### config.mk
export PLATFORM = sky130hd
export DESIGN_NAME = gmps_sum
export DESIGN_NICKNAME = d
export VERILOG_FILES = /design/src/assert_macros.svh /design/src/gmps_pkg.sv /design/src/gmps_sum.sv
export SDC_FILE = /design/constraint.sdc
export NUM_CORES = 1
export LEC_CHECK = 0
export BUFFER_PORTS_ARGS = -buffer_cell sky130_fd_sc_hd__buf_4
export CAP_MARGIN = 20
export CELL_PAD_IN_SITES_DETAIL_PLACEMENT = 2
export CELL_PAD_IN_SITES_GLOBAL_PLACEMENT = 2
export CORE_MARGIN = 5
export CORE_UTILIZATION = 35
export DETAILED_ROUTE_END_ITERATION = 12
export GPL_TIMING_DRIVEN = 0
export PLACE_DENSITY = 0.95
export SLEW_MARGIN = 20
export SYNTH_ARGS = -nofsm -noshare
export SYNTH_HDL_FRONTEND = slang
export SYNTH_SLANG_ARGS = --single-unit
### constraint.sdc
create_clock -name clk -period 23 [get_ports clk]
set_input_delay 2.3 -clock clk [delete_from_list [all_inputs] [get_ports clk]]
set_output_delay 2.3 -clock clk [all_outputs]
set_load 0.05 [all_outputs]
### src/assert_macros.svh
// Assertion shorthands, clocked on clk and quiet while rst_n is low.
`ifndef ASSERT_MACROS_SVH
`define ASSERT_MACROS_SVH

// Check a property on every clock edge outside reset.
`define ASSERT_CLK(name, prop) \
  name: assert property (@(posedge clk) disable iff (!rst_n) (prop)) \
    else $error("assertion failed");

// Check that a condition leads to another in the next cycle.
`define ASSERT_NEXT(name, ante, cons) \
  name: assert property (@(posedge clk) disable iff (!rst_n) (ante) |=> (cons)) \
    else $error("assertion failed");

`endif

### src/gmps_pkg.sv
package gmps_pkg;

  // Fixed field widths on the ports and of the configuration registers.
  localparam int CELL_IN_W  = 16;
  localparam int PATH_OUT_W = 32;
  localparam int CFG_DATA_W = 16;
  localparam int CFG_IDX_W  = 1;
  localparam int COLS_REG_W = 11;
  localparam int ROWS_REG_W = 16;

  // Configuration register indexes.
  localparam logic [CFG_IDX_W-1:0] CFG_GRID_COLS = 1'd0;
  localparam logic [CFG_IDX_W-1:0] CFG_GRID_ROWS = 1'd1;

  // Position flags of one cell.
  typedef struct packed {
    logic first_row;
    logic first_col;
    logic done;
  } pos_t;

endpackage

### src/gmps_sum.sv
module gmps_sum import gmps_pkg::*; #(
  parameter int SUM_WIDTH = 32
) (
  input  logic                 clk,
  input  logic                 rst_n,
  input  logic                 adv,
  input  pos_t                 pos,
  input  logic [SUM_WIDTH-1:0] up_ram,
  input  logic                 fwd,
  input  logic [CELL_IN_W-1:0] cell_val,
  output logic [SUM_WIDTH-1:0] sum
);

  logic [SUM_WIDTH-1:0] left_sum_r;
  logic [SUM_WIDTH-1:0] up, base;
  logic [SUM_WIDTH:0]   raw;

  always_comb begin
    // Take the sum above from the write in flight when it hit the same entry.
    up = fwd ? left_sum_r : up_ram;
    if (pos.first_row && pos.first_col) begin
      base = '0;
    end else if (pos.first_row) begin
      base = left_sum_r;
    end else if (pos.first_col) begin
      base = up;
    end else begin
      base = (up < left_sum_r) ? up : left_sum_r;
    end
    raw = {1'b0, base} + (SUM_WIDTH+1)'(cell_val);
    sum = raw[SUM_WIDTH] ? '1 : raw[SUM_WIDTH-1:0];
  end

  always_ff @(posedge clk) begin
    if (!rst_n) begin
      left_sum_r <= '0;
    end else if (adv) begin
      left_sum_r <= sum;
    end
  end

endmodule
==> impl_metrics.toml <==
[run_status]
status = "finished, final reports clean"

[timing]
finClkSkew_ns = 0.00987
finalCritPeriodShare_pct = 60.3
fin_tns_setup_ns = 0
slew_violations = 0
final-hold-violation-count = 0
whs_ns = 0.567
worst_pin_slew_ns = 0.788
maxSlewHeadroom_pct = 47.5
setup_viol = 0
timing.final.ws_setup_ns = 9.12
clock.fmax_mhz = 72.1
post-route-min-period_ns = 13.88
rsz0062_at_grt = "no"

[floorplanning]
die_w_um = 118
dieArea_mm2 = 0.0140
initial_utilization_pct = 35.7
io-pin-count = 87
rows = 39
die_h_um = 118
core_area_mm2 = 0.0115

[placement]
port_buffers = 83
place_area_mm2 = 0.00490
place_ws_ns = 9.28
place_congestion = 0.881
placed_cells = 745
hpwl_um = 14000

[cells_and_area]
antenna_cells = 0
largestRegisters = "left_sum_r: 32 flops"
largest_reg_flops = 32
final_cell_mix = "buf_4 (83), nand2_1 (58), ha_1 (47)"
fin_area_mm2 = 0.00505
regMostFlops = "left_sum_r"
area_growth_pct = 23.3
drive_gt1_share_pct = 25.7
fin_cells = 753
layout_commonest_cell = "buf_4"
final_util_pct = 44.0
final_nets = 712

[yosys]
synth_compound_area_share_pct = 31.0
synthFlopType = "dfxtp_1"
ys_async_sr_fraction_pct = 0
synthXorXnorAreaFrac_pct = 5.77
synth_top_family_by_area = "compound AO/OA/AOI/OAI gates"
synth_area_mm2 = 0.00410
avgSynthCellArea_um2 = 7.89
synth.distinct_cells = 64
synthAdderAreaFrac_pct = 14.8
syn_nets = 622
synth-seq-area-share_pct = 15.6
syn_inst = 519
synthMuxAreaShare_pct = 8.89
ys_ff_latch = 32
synth_edf_count = 0
synthSimpleGateAreaFrac_pct = 16.7
yosys_warnings = 0

[global_routing]
grt_pass1_wl_um = 29600
grt_max_degree = 11
antenna_found_initial = 0
overflow = 0
grt_usage_pct = 25.8
grt_pass1_vias = 5513

[worst_setup_path]
r2r_slack_ns = 15.75
cp_common_cell = "clkbuf_1"
setup.worst_path.start_class = "input port"
crit_buf_inv = 10
arrival_ns = 11.58
reg2regPathDepth = 25
crit_type = "input port to output pin"
critPathMaxStageDelay_ns = 0.62
r2r_end = "left_sum_r[3]"
crit_slowest_cell = "buf_1"
crit_path_max_fanout = 10
cp-end-kind = "output pin"
r2r-start = "left_sum_r[6]"
required_ns = 20.70
crit_family = "buffers and inverters"

[power_and_ir_drop]
share_comb_of_total_power_pct = 62.4
p_int_mw = 0.182
power_frac_clock_pct = 19.5
p_total_mw = 0.372
power_frac_seq_pct = 18.1
vdd_ir_drop_max_mv = 0.0459
swShare_pct = 51.0
leakage_nw = 2.21
power_switching_mw = 0.190
powerDensity_mw_per_mm2 = 73.7

[clocking]
path_clk_slew_ns = 0.06
cts-root-buf = "clkbuf_16"
cts_tree = "yes"
clk_latency_ns = 0.29
clk_path_buf_depth = 2
ctsResizeCount = 0
postCtsSetupBuffers = 0
numCtsBuffers = 5
clock_sinks = 32
hold_buffers = 0
cts_max_level = 2

[min_path]
min_delay_path_depth = 2
whs_endpoint = "left_sum_r[8]"
hold_start = "left_sum_r[8]"
hp-class = "flip-flop to flip-flop"

[detailed_routing]
routedWlPerCell_um = 24.5
drc = 0
drt-initial-drc-count = 234
vias = 4651
routed_via_density = 6.18
ant_nets = 0
first_pass_iters = 4
drt_wl_total_um = 18400

[run]
drv_cap = 0
-- cell families (layout without fill, tap and decap cells) --
| logic type | Yosys count | in the layout |
|---|---|---|
| mux | 33 | 33 |
| buf+inv | 68 | 159 |
| simple gates | 138 | 138 |
| fa+ha+maj | 48 | 48 |
| xor+xnor | 27 | 27 |
| compound gates | 173 | 173 |
| flops | 32 | 32 |
-- cells in the mapped netlist (all sizes together) (16+ instances only) --
| cell | number | area share [%] |
|---|---|---|
| nand2 | 61 | 5.8 |
| ha | 47 | 14 |
| o21ai | 45 | 5.5 |
| inv | 40 | 3.7 |
| a31oi | 33 | 7.3 |
| dfxtp | 32 | 16 |
| nor2 | 28 | 2.8 |
| mux2 | 27 | 7.4 |
| a21oi | 21 | 2.7 |
| clkbuf | 17 | 1.6 |
| xnor2 | 16 | 3.4 |
-- worst register-to-register path, cell delays in order (launching register included) --
cell,delay [ns]
dfxtp_1,0.34
mux2_2,0.30
ha_1,0.30
and3_1,0.21
a221o_1,0.43
a221oi_4,0.41
a211oi_2,0.19
nor2_4,0.21
buf_6,0.18
clkbuf_1,0.46
clkbuf_1,0.58
nand2_1,0.13
o31ai_1,0.13
ha_1,0.32
o21ai_0,0.19
o211a_1,0.26
o21ai_0,0.28
a31o_2,0.21
a21oi_1,0.10
o31a_1,0.38
nor2_2,0.48
nand2_2,0.12
or3_1,0.35
buf_2,0.20
buf_6,0.17
a31oi_1,0.22
-- power groups by stage --
stage / Clock [mW] / Sequential, mW / Combinational [mW]
CTS: 0.0724 / 0.0672 / 0.232
global route: 0.0742 / 0.0680 / 0.248
detailed placement: 0 / 0.0680 / 0.227
floorplan: 0 / 0.0659 / 0.158
global placement: 0 / 0.0670 / 0.214
finish: 0.0724 / 0.0674 / 0.232
-- worst max path at each step --
stage,startpoint,endpoint,depth (start not counted)
3_5_place_dp,fwd,sum[15],30
4_1_cts,fwd,sum[19],30
6_report,fwd,sum[19],30
3_3_place_gp,fwd,sum[24],29
2_1_floorplan,fwd,sum[11],29
5_1_grt,fwd,sum[19],30
-- final cells by class --
| type | instances | area (um2) |
|---|---|---|
| fill | 1326 | 6420 |
| tap | 143 | 179 |
| buffer | 28 | 140 |
| inverter | 40 | 150 |
| timing repair buffer | 83 | 623 |
| clock buffer | 7 | 143 |
| clock inverter | 1 | 7.51 |
| sequential | 32 | 641 |
| multi-input combinational | 419 | 3160 |
-- layer usage --
metal  track usage [%]  up-vias  wire length [um]
li1                  -     2099                 -
met1              29.0     2317              7320
met2              46.4      176              9340
met3              4.54       59               950
met4              13.0        0               839
met5                 0        -                 0
Power figures use the tool's default switching activity.
