**src/assert_macros.svh**
```systemverilog
// Assertion shorthands, clocked on clk and quiet while rst_n is low.
`ifndef ASSERT_MACROS_SVH
`define ASSERT_MACROS_SVH

// Check a property on every clock edge outside reset.
`define ASSERT_CLK(name, prop) \
  name: assert property (@(posedge clk) disable iff (!rst_n) (prop)) \
    else $error("assertion failed");

// Check that a condition leads to another in the next cycle.
`define ASSERT_NEXT(name, ante, cons) \
  name: assert property (@(posedge clk) disable iff (!rst_n) (ante) |=> (cons)) \
    else $error("assertion failed");

`endif

```
**src/gmps_pkg.sv**
```systemverilog
package gmps_pkg;

  // Fixed field widths on the ports and of the configuration registers.
  localparam int CELL_IN_W  = 16;
  localparam int PATH_OUT_W = 32;
  localparam int CFG_DATA_W = 16;
  localparam int CFG_IDX_W  = 1;
  localparam int COLS_REG_W = 11;
  localparam int ROWS_REG_W = 16;

  // Configuration register indexes.
  localparam logic [CFG_IDX_W-1:0] CFG_GRID_COLS = 1'd0;
  localparam logic [CFG_IDX_W-1:0] CFG_GRID_ROWS = 1'd1;

  // Position flags of one cell.
  typedef struct packed {
    logic first_row;
    logic first_col;
    logic done;
  } pos_t;

endpackage

```
**src/gmps_pos.sv**
```systemverilog
module gmps_pos import gmps_pkg::*; #(
  parameter int MAX_COLS = 1024
) (
  input  logic                        clk,
  input  logic                        rst_n,
  input  logic                        cfg_we,
  input  logic [CFG_IDX_W-1:0]        cfg_idx,
  input  logic [CFG_DATA_W-1:0]       cfg_wdata,
  input  logic                        adv,
  output logic [$clog2(MAX_COLS)-1:0] col,
  output pos_t                        pos
);

  localparam int CIW   = $clog2(MAX_COLS);
  localparam int CMP_W = CIW + COLS_REG_W + 1;

  logic [COLS_REG_W-1:0] grid_cols_r;
  logic [ROWS_REG_W-1:0] grid_rows_r;
  logic [CIW-1:0]        col_r, col_nxt;
  logic [ROWS_REG_W-1:0] row_r, row_nxt;
  logic [CMP_W-1:0]      cols_eff, col_p1;
  logic [ROWS_REG_W:0]   rows_eff, row_p1;
  logic                  last_col, last_row;

  always_comb begin
    // Clamp the column count into 1..MAX_COLS, the row count to at least 1.
    if (grid_cols_r == '0) begin
      cols_eff = CMP_W'(1);
    end else if (CMP_W'(grid_cols_r) > CMP_W'(MAX_COLS)) begin
      cols_eff = CMP_W'(MAX_COLS);
    end else begin
      cols_eff = CMP_W'(grid_cols_r);
    end
    rows_eff = (grid_rows_r == '0) ? (ROWS_REG_W+1)'(1) : {1'b0, grid_rows_r};
    col_p1   = CMP_W'(col_r) + CMP_W'(1);
    row_p1   = {1'b0, row_r} + (ROWS_REG_W+1)'(1);
    last_col = col_p1 >= cols_eff;
    last_row = row_p1 >= rows_eff;

    col_nxt = col_r;
    row_nxt = row_r;
    if (adv) begin
      if (last_col) begin
        col_nxt = '0;
        row_nxt = last_row ? '0 : row_p1[ROWS_REG_W-1:0];
      end else begin
        col_nxt = col_p1[CIW-1:0];
      end
    end
  end

  assign col           = col_r;
  assign pos.first_row = (row_r == '0);
  assign pos.first_col = (col_r == '0);
  assign pos.done      = last_col && last_row;

  always_ff @(posedge clk) begin
    if (!rst_n) begin
      grid_cols_r <= COLS_REG_W'(1024);
      grid_rows_r <= ROWS_REG_W'(1);
      col_r       <= '0;
      row_r       <= '0;
    end else begin
      col_r <= col_nxt;
      row_r <= row_nxt;
      if (cfg_we) begin
        unique case (cfg_idx)
          CFG_GRID_COLS: grid_cols_r <= cfg_wdata[COLS_REG_W-1:0];
          CFG_GRID_ROWS: grid_rows_r <= cfg_wdata[ROWS_REG_W-1:0];
          default: ;
        endcase
      end
    end
  end

endmodule

```
**config.mk**
```make
export PLATFORM = sky130hd
export DESIGN_NAME = gmps_pos
export DESIGN_NICKNAME = d
export VERILOG_FILES = /design/src/assert_macros.svh /design/src/gmps_pkg.sv /design/src/gmps_pos.sv
export SDC_FILE = /design/constraint.sdc
export NUM_CORES = 1
export LEC_CHECK = 0
export BUFFER_PORTS_ARGS = -buffer_cell sky130_fd_sc_hd__buf_2
export CORE_AREA = 2 2 79 96
export CTS_BUF_LIST = sky130_fd_sc_hd__clkbuf_8 sky130_fd_sc_hd__clkbuf_16
export DETAILED_ROUTE_END_ITERATION = 16
export DIE_AREA = 0 0 81 98
export PLACE_DENSITY = 0.68
export SLEW_MARGIN = 25
export SYNTH_ARGS = -nofsm -noshare
export SYNTH_HDL_FRONTEND = slang
export SYNTH_SLANG_ARGS = --single-unit
export TNS_END_PERCENT = 100
```
**constraint.sdc**
```tcl
create_clock -name clk -period 8.1 [get_ports clk]
set_clock_uncertainty 0.1 [all_clocks]
set_input_delay 0.81 -clock clk [delete_from_list [all_inputs] [get_ports clk]]
set_output_delay 0.81 -clock clk [all_outputs]
set_load 0.05 [all_outputs]
```
==> results of run 1 <==
-- worst paths after layout --
check,start,endpoint,slack (ps),cells past startpoint
worst max-delay path,row_r[0]$_SDFFE_PN0P_,pos[0],3220,12
worst min-delay path,row_r[13]$_SDFFE_PN0P_,row_r[13]$_SDFFE_PN0P_,380,2
worst max register to register,row_r[0]$_SDFFE_PN0P_,row_r[14]$_SDFFE_PN0P_,4360,11
worst min register to register,row_r[13]$_SDFFE_PN0P_,row_r[13]$_SDFFE_PN0P_,380,2
-- layout make-up --
class	instances	area share, %
Clock buffer	6	2.20
Clock inverter	2	1.00
Inverter	24	2.40
Multi-Input combinational cell	334	58.5
Sequential cell	53	28.3
Tap cell	90	3.00
Timing Repair Buffer	34	4.60
-- placed cells by master, fill, tap and decap left out, types with 11 or more instances in the layout --
cell,count
buf_2,33
nand2_1,91
nor2_1,13
a21oi_1,12
inv_1,24
xor2_1,12
xnor2_1,12
dfxtp_1,53
ha_1,31
a21boi_0,33
nand3_1,27
nor4_1,11
-- flip-flops by register name, indices dropped and copies added, names as in the netlist --
signal and flops:
col 10, grid_cols_r 11, grid_rows_r 16, row_r 16
-- per-layer routing --
metal | vias up | part of all wire (%) | global-route usage [%]
met4 | 0 | 1.4 | 6.00
met2 | 40 | 51 | 35.9
li1 | 1553 | - | -
met1 | 1389 | 45 | 26.1
met5 | - | 0 | 0
met3 | 10 | 2.2 | 2.59
-- where the power goes --
| part | switching [mW] | internal (mW) |
|---|---|---|
| registers | 0.00699 | 0.268 |
| clock network | 0.0918 | 0.101 |
| logic | 0.0535 | 0.0317 |
-- logic make-up (layout without fill, tap and decap cells) --
kind of cell / Yosys count / in the layout
buffers and inverters: 46 / 66
AOI/OAI and AO/OA: 87 / 87
and+or+nand+nor: 192 / 192
adders and majority gates: 31 / 31
xor gates and xnor gates: 24 / 24
DFF: 53 / 53
-- per-stage QoR --
step | cells | hold WS (ps) | worst slack (ps)
2_1_floorplan | 433 | 343 | 3450
3_3_place_gp | 535 | 365 | 3620
3_5_place_dp | 535 | 373 | 3550
4_1_cts | 543 | 389 | 3200
5_1_grt | 543 | 410 | 3000
6_report | 543 | 384 | 3220
-- critical path: cells and delay by family (launching register included) --
kind                       cells  cell delay [ps]
AOI/OAI and AO/OA              1              400
buffers and inverters          2              480
DFF                            1              440
xor gates and xnor gates       1              150
and+or+nand+nor                6             1580
adders and majority gates      2              600
==> summary.md, run 1 <==
| Metric | Value |
|---|---|
| Compound-Gate Fraction of Synth Area | 18.8% |
| Synth area leaders | dfxtp_1 (31%), ha_1 (11%), nand2_1 (9.9%) |
| Footprint of the multi-input gates | 2190 um^2 |
| Slowest CP cell | or4_4 |
| Startpoint types | flip-flop |
| CP required | 7190 ps |
| Post-CTS Resized | 0 |
| Top-count cell post-synth | nand2_1 |
| Largest net degree at the start of global routing | 55 |
| Setup TNS | 0 ps |
| Vias per inst | 5.51 |
| Antenna viol nets, final | 0 |
| Vias in the first global route | 2,804 |
| Synthesized flop and latch total | 53 |
| Most used cell, CP | ha_1 |
| Yosys warns | 0 |
| Die ar. | 7940 um^2 |
| Dpl hpwl | 5850 um |
| Main flop type after synthesis | dfxtp_1 |
| Drt pass-1 iters | 4 |
| Reg clk slew, reported paths | 100 ps |
| Fillers | 721 |
| Synth Area per Inst | 7.96 um^2 |
| Placed cell areas | 3630 um^2 |
| Share of cells above drive strength 1 | 11.0% |
| Post-Synthesis Cells | 433 |
| Final setup fails | 0 |
| Synth area leader | dfxtp_1 |
| Period Utilization, post-route | 60.2% |
| GRT Resource Usage Total | 20.6% |
| CTS tree | built |
| Post-synth EDFFs | 0 |
| Post-Synth Simple-Gate Area | 27.4% |
| Maximum fanout along the worst path | 17 |
| Slew headroom | 46.5% |
| Hold/Removal Path Class | reg2reg |
| Register area share after synthesis | 30.8% |
| Multiplexer share of the synthesized area | 0% |
| Synth Net Count | 485 |
| Starting Density | 48.8% |
| Buffers on Ports | 33 |
| CTS Hold Buffers Added | 0 |
| Final instance area | 3750 um^2 |
| RSZ-0062 raised after global routing | no |
| Drt first-iter violations | 131 |
| Clock Latency Late Sink | 310 ps |
| GRT overflow | 0 |
| Placer congestion estimate | 0.852 |
| Die W | 81 um |
| CTS sink cnt | 53 |
| Max_cap viols | 0 |
| Slew Viols, Final | 0 |
| CP cell instances | ha_1 > nand4_2 > or4_4 > xnor2_1 > ha_1 > nand3_1 > or3_1 > a2111oi_4 > nor3_2 > buf_4 > nor2_1 > buf_2 |
| Min Tclk post-route | 4880 ps |
| Floorplan core area | 7060 um^2 |
| CTS HTree Levels | 2 |
| XOR/XNOR share of the synthesized area | 6.10% |
| Worst Setup End Kind | output port |
| First-pass GRT wire length | 13,100 um |
| Post-synthesis adder-cell area fraction | 11.3% |
| Antenna diode count | 0 |
| Register Area | 1060 um^2 |
| Total I/O pin count | 34 |
| Post-CTS Setup Inserts | 0 |
| Total chip power | 0.553 mW |
| Tightest Pin Transition | 802 ps |
| Final net count | 504 |
| Max VDD drop | 0.0878 mV |
| Cell row count | 34 |
| CP Class | reg2out |
| Remaining DRCs | 0 |
| Synth cell types | 46 |
| Vias | 2,992 |
| Die height | 98 um |
| Fraction of registers with async set/reset | 0% |
| Pleak | 1.54 nW |
| Clock buffer depth | 2 |
| CP max stage delay | 620 ps |
| P&R area growth vs syn | 8.82% |
| WL final | 7770 um |
| Syn Std Cell Area | 3450 um^2 |
| Worst Path Arrival | 3970 ps |
| CTS Buf Count | 5 |
| Avg WL per Cell | 14.3 um |
| Cell Pwr Density | 147 nW/um^2 |
| Clk Tree Root Cell | clkbuf_8 |
| Largest family of logic cells by synthesized area | simple AND/OR/NAND/NOR gates |
| Initial antenna violation count | 0 |
| Status | finished clean |
| Final Util | 53.1% |
| Yosys top cell area share | 30.8% |
| Final Hold Viols | 0 |
| Post-synth top cells | nand2_1 (91), dfxtp_1 (53), a21boi_0 (33) |
| F_max | 205 MHz |
No activity file was read; power rests on OpenSTA's default activity.
==> run 2: changes to the inputs <==
ABC_AREA = 1   (was unset)
CORE_AREA = 2 2 80 97   (was 2 2 79 96)
DIE_AREA = 0 0 82 99   (was 0 0 81 98)
PLACE_DENSITY = 0.7   (was 0.68)
clock period = 4.3 ns   (was 8.1 ns; I/O delays follow)
==> run 2 against run 1 <==
  * First-iteration DRC count down 22%
  * Die area increased by 2.3%
  * Wire length increased by 4.3%
  * Critical endpoint unchanged
  * Via count rose by 7.9%
  * Register-to-register slack got worse by 3200 ps
  * Largest cell class unchanged
  * Count of clock-buffer cells in the layout is 1 lower
==> summary.md, run 2 <==
| Metric | Value |
|---|---|
| Status | finished clean |
| Min Tclk post-route | 3730 ps |
| Remaining DRCs | 0 (unchanged) |
| Die W | 82 um (+1.2%) |
| Reg clk slew, reported paths | 110 ps (about the same) |
| WHS Endpoint | grid_cols_r[10]$_SDFFE_PN1P_ |
| Slew Viols, Final | 0 (unchanged) |
| P&R area growth vs syn | 8.49% |
| Worst Setup End Kind | output port |
| Antenna diode count | 0 (unchanged) |
| Met2 Usage GRT | 37.6% (+1.7 points) |
| CTS HTree Levels | 2 (unchanged) |
| Slew headroom | 44.2% (-2.3 points) |
| Final Hold Viols | 0 (unchanged) |
| Avg WL per Cell | 13.1 um (-8.4%) |
| Synth Area per Inst | 6.97 um^2 (-12%) |
| Top-count cell post-synth | nand2_1 |
| Cell row count | 34 (unchanged) |
| Yosys top cell area share | 30.4% (-0.40 points) |
| Clk Tree Root Cell | clkbuf_8 |
| Register area share after synthesis | 30.4% (-0.40 points) |
| Drt pass-1 iters | 4 (unchanged) |
| WL final | 8100 um (+4.3%) |
| F_max | 268 MHz |
| Reg2Reg Depth | 16 (+5) |
| Vias in the first global route | 3,207 (+14%) |
| CP Class | reg2out |
| GRT met3 Usage | 4.12% (+1.5 points) |
| Floorplan core area | 7150 um^2 (+1.2%) |
| Hold/Removal Path Class | in2reg |
| Initial antenna violation count | 0 (unchanged) |
| Fillers | 734 (+1.8%) |
| Post-CTS Setup Inserts | 0 (unchanged) |
| Setup TNS | 0 ps (unchanged) |
| Clock buffer depth | 2 (unchanged) |
| Post-synth EDFFs | 0 (unchanged) |
| Antenna viol nets, final | 0 (unchanged) |
| Main flop type after synthesis | dfxtp_1 |
| CTS sink cnt | 53 (unchanged) |
| Max VDD drop | 0.195 mV (+120%) |
| WHS | 236 ps (-147 ps) |
| Met1 usage | 25.6% (-0.52 points) |
| Die ar. | 8120 um^2 (+2.3%) |
| Largest net degree at the start of global routing | 47 (-15%) |
| Period Utilization, post-route | 86.8% |
| Final net count | 579 (+15%) |
| RSZ-0062 raised after global routing | no |
| GRT overflow | 0 (unchanged) |
| Synth cell types | 32 (-30%) |
| CTS tree | built |
| Clock Latency Late Sink | 320 ps (about the same) |
| Post-synth top cells | nand2_1 (117), inv_1 (67), dfxtp_1 (53) |
| Share of cells above drive strength 1 | 14.0% (+3.0 points) |
| First-pass GRT wire length | 13,900 um (+5.8%) |
| Worst Hold Depth | 3 (+1) |
| Buffers on Ports | 33 (unchanged) |
| Max_cap viols | 0 (unchanged) |
| Post-CTS Resized | 0 (unchanged) |
| Hold Startpoint | cfg_wdata[10] |
| Commonest non-fill, non-tap cell in the layout | nand2_1 |
| CP required | 3770 ps (-3420 ps) |
| Post-Synthesis Cells | 501 (+16%) |
| Startpoint types | flip-flop |
| Placer congestion estimate | 0.908 (+6.5%) |
| Synth Net Count | 553 (+14%) |
| Cell Pwr Density | 319 nW/um^2 (+120%) |
| Final setup fails | 0 (unchanged) |
| CTS Hold Buffers Added | 0 (unchanged) |
| CTS Buf Count | 5 (unchanged) |
| Total chip power | 1.21 mW (+120%) |
| Maximum fanout along the worst path | 17 (unchanged) |
| Placed cell areas | 3690 um^2 (+1.7%) |
| RR Endpoint | row_r[0]$_SDFFE_PN0P_ |
| GR peak layer | met2 |
| GRT Resource Usage Total | 21.5% (+0.98 points) |
| FF-to-FF Start | grid_cols_r[4]$_SDFFE_PN0P_ |
| Dpl hpwl | 6260 um (+7.1%) |
| Vias | 3,228 (+7.9%) |
| Most frequent cells in the layout | nand2_1 (117), inv_1 (67), dfxtp_1 (53) |
| Fraction of registers with async set/reset | 0% (unchanged) |
| Die height | 99 um (+1.0%) |
| Pleak | 1.79 nW (+16%) |
| Synthesized flop and latch total | 53 (unchanged) |
| Slowest CP cell | dfxtp_1 |
| Starting Density | 48.9% (+0.049 points) |
| Yosys warns | 0 (unchanged) |
| CP max stage delay | 390 ps (-230 ps) |
| Worst Path Arrival | 3200 ps (-770 ps) |
| Final instance area | 3790 um^2 (+1.0%) |
| Tightest Pin Transition | 835 ps (+32.6 ps) |
| Total I/O pin count | 34 (unchanged) |
| Synth area leaders | dfxtp_1 (30%), nand2_1 (13%), ha_1 (11%) |
| Largest regs | grid_rows_r: 16 flops, row_r: 16 flops, grid_cols_r: 11 flops |
| Reg2Reg Setup Slack | 1190 ps (-3170 ps) |
| Synth area leader | dfxtp_1 |
| Vias per inst | 5.22 (-5.2%) |
| CP cell instances | ha_1 > nand3_2 > inv_2 > nand2_4 > nor2_1 > nand2_1 > xor2_1 > ha_1 > nand2_1 > nor3_1 > nand3_4 > a21boi_1 > buf_2 |
| Syn Std Cell Area | 3490 um^2 (+1.3%) |
| Drt first-iter violations | 102 (-22%) |
## run 2: cell types whose count changed in the layout (fill, tap and decap cells not counted), moves of 6 or more
cell      previous run  this run
a21boi_0            33         0
a21boi_1             9         1
a21oi_1             12        42
a21oi_2              0         9
a31oi_1              8         0
and3_1               9         0
inv_1               24        67
nand2_1             91       117
nand2b_1             6         0
nand3_2              0        10
nor2_1              13        45
o21ai_0              6        32
xnor2_1             12         0
## run 2: how the worst max path moves through the flow
stage	start	end	depth (start not counted)	slack, ps
global placement	row_r[0]$_SDFFE_PN0P_	pos[0]	13	1080
floorplan	col[0]$_SDFFE_PN0P_	pos[0]	13	730
global route	row_r[0]$_SDFFE_PN0P_	pos[0]	13	310
finish	row_r[0]$_SDFFE_PN0P_	pos[0]	13	570
detailed placement	row_r[0]$_SDFFE_PN0P_	pos[0]	13	930
CTS	row_r[0]$_SDFFE_PN0P_	pos[0]	13	570
## run 2: metrics by stage
stage | instances | util [%] | setup WS, ps
after floorplan | 501 | - | 731
after global placement | 610 | 51.7 | 1080
after detailed placement | 610 | 51.7 | 929
after CTS | 618 | 53.0 | 574
after global routing | 618 | 53.0 | 307
final | 618 | 53.0 | 569
## run 2: final cells by class
type,count,area [um^2],area share (%)
multi-input cells,363,2090,55.1
clock buffers,5,68.8,1.82
clock inverters,3,26.3,0.694
flip-flops and latches,53,1060,28.0
repair buffers,33,165,4.36
inverters,71,267,7.03
well taps,90,113,2.97
## run 2: layer usage
metal	vias to the layer above	routed length (um)	share of wire, %
met3	23	302	3.7
met2	64	4000	49
met5	-	0	0
li1	1674	-	-
met4	0	199	2.5
met1	1467	3600	44
## run 2: kinds of logic (layout without fill, tap and decap cells)
family / Yosys count / after routing / synth area share [%]
compound gates: 90 / 90 / 14.7
buf+inv: 85 / 112 / 9.82
flops: 53 / 53 / 30.4
xor+xnor: 17 / 17 / 4.26
simple gates: 225 / 225 / 29.7
fa+ha+maj: 31 / 31 / 11.1
## run 2: where the power goes
| group | switching (mW) | total, mW | internal, mW |
|---|---|---|---|
| Clock | 0.190 | 0.312 | 0.122 |
| Sequential | 0.0236 | 0.546 | 0.522 |
| Combinational | 0.239 | 0.349 | 0.110 |
## run 2: critical path: cells and delay by family, from the launching register on
family	cells	cell delay, ps
AO/OA/AOI/OAI	1	240
XOR/XNOR	1	170
adder cells (fa/ha/maj)	2	540
buffers and inverters	2	390
flip-flops	1	390
AND/OR/NAND/NOR	7	1170
==> run 3: changes to the inputs <==
ABC_AREA = unset   (was 1)
CORE_AREA = 2 2 79 96   (was 2 2 80 97)
CTS_CLUSTER_DIAMETER = 50   (was unset)
DIE_AREA = 0 0 81 98   (was 0 0 82 99)
PLACE_DENSITY = 0.71   (was 0.7)
==> run 3 against run 2 <==
  * First-iteration DRC count rose by 11%
  * Maximum frequency fell by 8.2%
  * Cell area fell by 1.1%
  * Sequential cell count did not move
  * Clock power rose by 6%
  * Sequential power fell by 5.1%
  * Count of clock-buffer cells in the layout did not move
==> summary.md, run 3 (synthesis gave the netlist of run 1 again) <==
| Metric | Value |
|---|---|
| Status | finished clean |
| First-pass GRT wire length | 13,400 um (-3.4%) |
| Period Utilization, post-route | 94.5% (+7.7 points) |
| Tightest Pin Transition | 833 ps (-1.92 ps) |
| Reg2Reg Depth | 12 (-4) |
| Clock Latency Late Sink | 310 ps (about the same) |
| Slew Viols, Final | 0 (unchanged) |
| Final net count | 505 (-13%) |
| Initial antenna violation count | 0 (unchanged) |
| GRT Resource Usage Total | 21.3% (-0.22 points) |
| P&R area growth vs syn | 8.75% |
| Cell Pwr Density | 269 nW/um^2 (-15%) |
| Setup TNS | 0 ps (unchanged) |
| Die W | 81 um (-1.2%) |
| WHS Endpoint | grid_rows_r[0]$_SDFFE_PN1P_ |
| Placer congestion estimate | 0.874 (-3.8%) |
| Antenna viol nets, final | 0 (unchanged) |
| Maximum fanout along the worst path | 5 (-12) |
| Final Hold Viols | 0 (unchanged) |
| Min Tclk post-route | 4060 ps (+331 ps) |
| Slew headroom | 44.5% (+0.26 points) |
| Remaining DRCs | 0 (unchanged) |
| Largest regs | grid_rows_r: 16 flops, row_r: 16 flops, grid_cols_r: 11 flops |
| RSZ-0062 raised after global routing | no |
| Post-CTS Setup Inserts | 0 (unchanged) |
| Commonest non-fill, non-tap cell in the layout | nand2_1 |
| CTS sink cnt | 53 (unchanged) |
| Vias in the first global route | 3,006 (-6.3%) |
| Starting Density | 48.8% (-0.049 points) |
| Worst Path Arrival | 3530 ps (+330 ps) |
| Floorplan core area | 7060 um^2 (-1.2%) |
| Hold Startpoint | cfg_wdata[0] |
| Antenna diode count | 0 (unchanged) |
| CTS Hold Buffers Added | 0 (unchanged) |
| Reg clk slew, reported paths | 100 ps (about the same) |
| RR Endpoint | row_r[1]$_SDFFE_PN0P_ |
| Die height | 98 um (-1.0%) |
| CP required | 3770 ps (about the same) |
| FF-to-FF Start | row_r[1]$_SDFFE_PN0P_ |
| F_max | 246 MHz (-8.2%) |
| WHS | 261 ps (+24.2 ps) |
| CTS tree | built |
| Drt first-iter violations | 113 (+11%) |
| Max VDD drop | 0.215 mV (+10%) |
| Pleak | 1.54 nW (-14%) |
| Largest net degree at the start of global routing | 55 (+17%) |
| CTS Buf Count | 5 (unchanged) |
| Worst Hold Depth | 3 (unchanged) |
| Clk Tree Root Cell | clkbuf_8 |
| WL final | 7910 um (-2.4%) |
| CP Class | reg2out |
| Hold/Removal Path Class | in2reg |
| Dpl hpwl | 5960 um (-4.8%) |
| Buffers on Ports | 33 (unchanged) |
| Vias | 3,021 (-6.4%) |
| GRT overflow | 0 (unchanged) |
| Share of cells above drive strength 1 | 11.5% (-2.5 points) |
| Worst Setup End Kind | output port |
| Cell row count | 34 (unchanged) |
| Total I/O pin count | 34 (unchanged) |
| Clock buffer depth | 2 (unchanged) |
| Final setup fails | 0 (unchanged) |
| Max_cap viols | 0 (unchanged) |
| Die ar. | 7940 um^2 (-2.2%) |
| Vias per inst | 5.56 (+6.5%) |
| Avg WL per Cell | 14.6 um (+11%) |
| CTS HTree Levels | 2 (unchanged) |
| Most frequent cells in the layout | nand2_1 (91), dfxtp_1 (52), a21boi_0 (33) |
| Drt pass-1 iters | 4 (unchanged) |
| Startpoint types | flip-flop |
| Reg2Reg Setup Slack | 780 ps (-410 ps) |
==> run 3: timing repair <==
| action | 4_1_cts | 5_1_grt |
|---|---|---|
| hold endpoints to repair | 0 | 0 |
| pin swaps | 0 | 1 |
| endpoints found under the setup margin | 1 | 1 |
| gates resized for setup | 1 | 2 |
==> run 3: worst max-delay path, cell delays in order (launching register included) <==
cell and delay [ps]:
dfxtp_1 410, ha_2 270, nand4_2 170, or4_4 610, xnor2_1 150, ha_1 300, nand3_1 80, or3_1 470
a2111oi_4 280, nor3_2 130, nor2_1 120, clkbuf_4 230
==> run 3: where the power goes <==
group | internal [mW] | total (mW) | switching, mW
Combinational | 0.0604 | 0.162 | 0.102
Sequential | 0.505 | 0.518 | 0.0129
Clock | 0.169 | 0.330 | 0.161
Total | 0.735 | 1.01 | 0.275
==> run 3: metrics by stage <==
stage          utilization [%]  instance area (um^2)  instances  worst slack [ps]  power [mW]
6_report                  53.1                  3750        543               238        1.01
3_5_place_dp              51.5                  3640        536               351       0.692
2_1_floorplan                -                  3450        433              29.8       0.646
5_1_grt                   53.1                  3750        543              2.04        1.06
4_1_cts                   53.0                  3740        543              33.8        1.02
3_3_place_gp              51.5                  3630        536               398       0.688
==> run 3: worst max-delay path by stage <==
| stage | startpoint | to | slack [ps] | depth (start not counted) |
|---|---|---|---|---|
| after floorplan | row_r[0]$_SDFFE_PN0P_ | pos[0] | 30 | 12 |
| after global placement | row_r[0]$_SDFFE_PN0P_ | pos[0] | 400 | 11 |
| after detailed placement | row_r[0]$_SDFFE_PN0P_ | pos[0] | 350 | 11 |
| after CTS | row_r[0]$_SDFFE_PN0P_ | pos[0] | 30 | 11 |
| after global routing | row_r[1]$_SDFFE_PN0P_ | pos[0] | 2 | 11 |
| final | row_r[1]$_SDFFE_PN0P_ | pos[0] | 240 | 11 |
==> run 3: metal layers <==
metal / part of all wire [%] / up-vias / wire (um) / GRT usage (%)
li1: - / 1550 / - / -
met1: 44 / 1404 / 3480 / 25.5
met2: 50 / 48 / 3980 / 36.9
met3: 3.0 / 19 / 234 / 3.42
met4: 2.7 / 0 / 213 / 9.39
met5: 0 / - / 0 / 0
==> run 3: cell type report <==
cell class	count	area (um^2)
multi-input combinational	334	2200
clock buffer	5	68.8
inverter	24	90.1
timing repair buffer	35	183
clock inverter	2	35.0
tap	90	113
fill	719	3310
sequential	53	1060
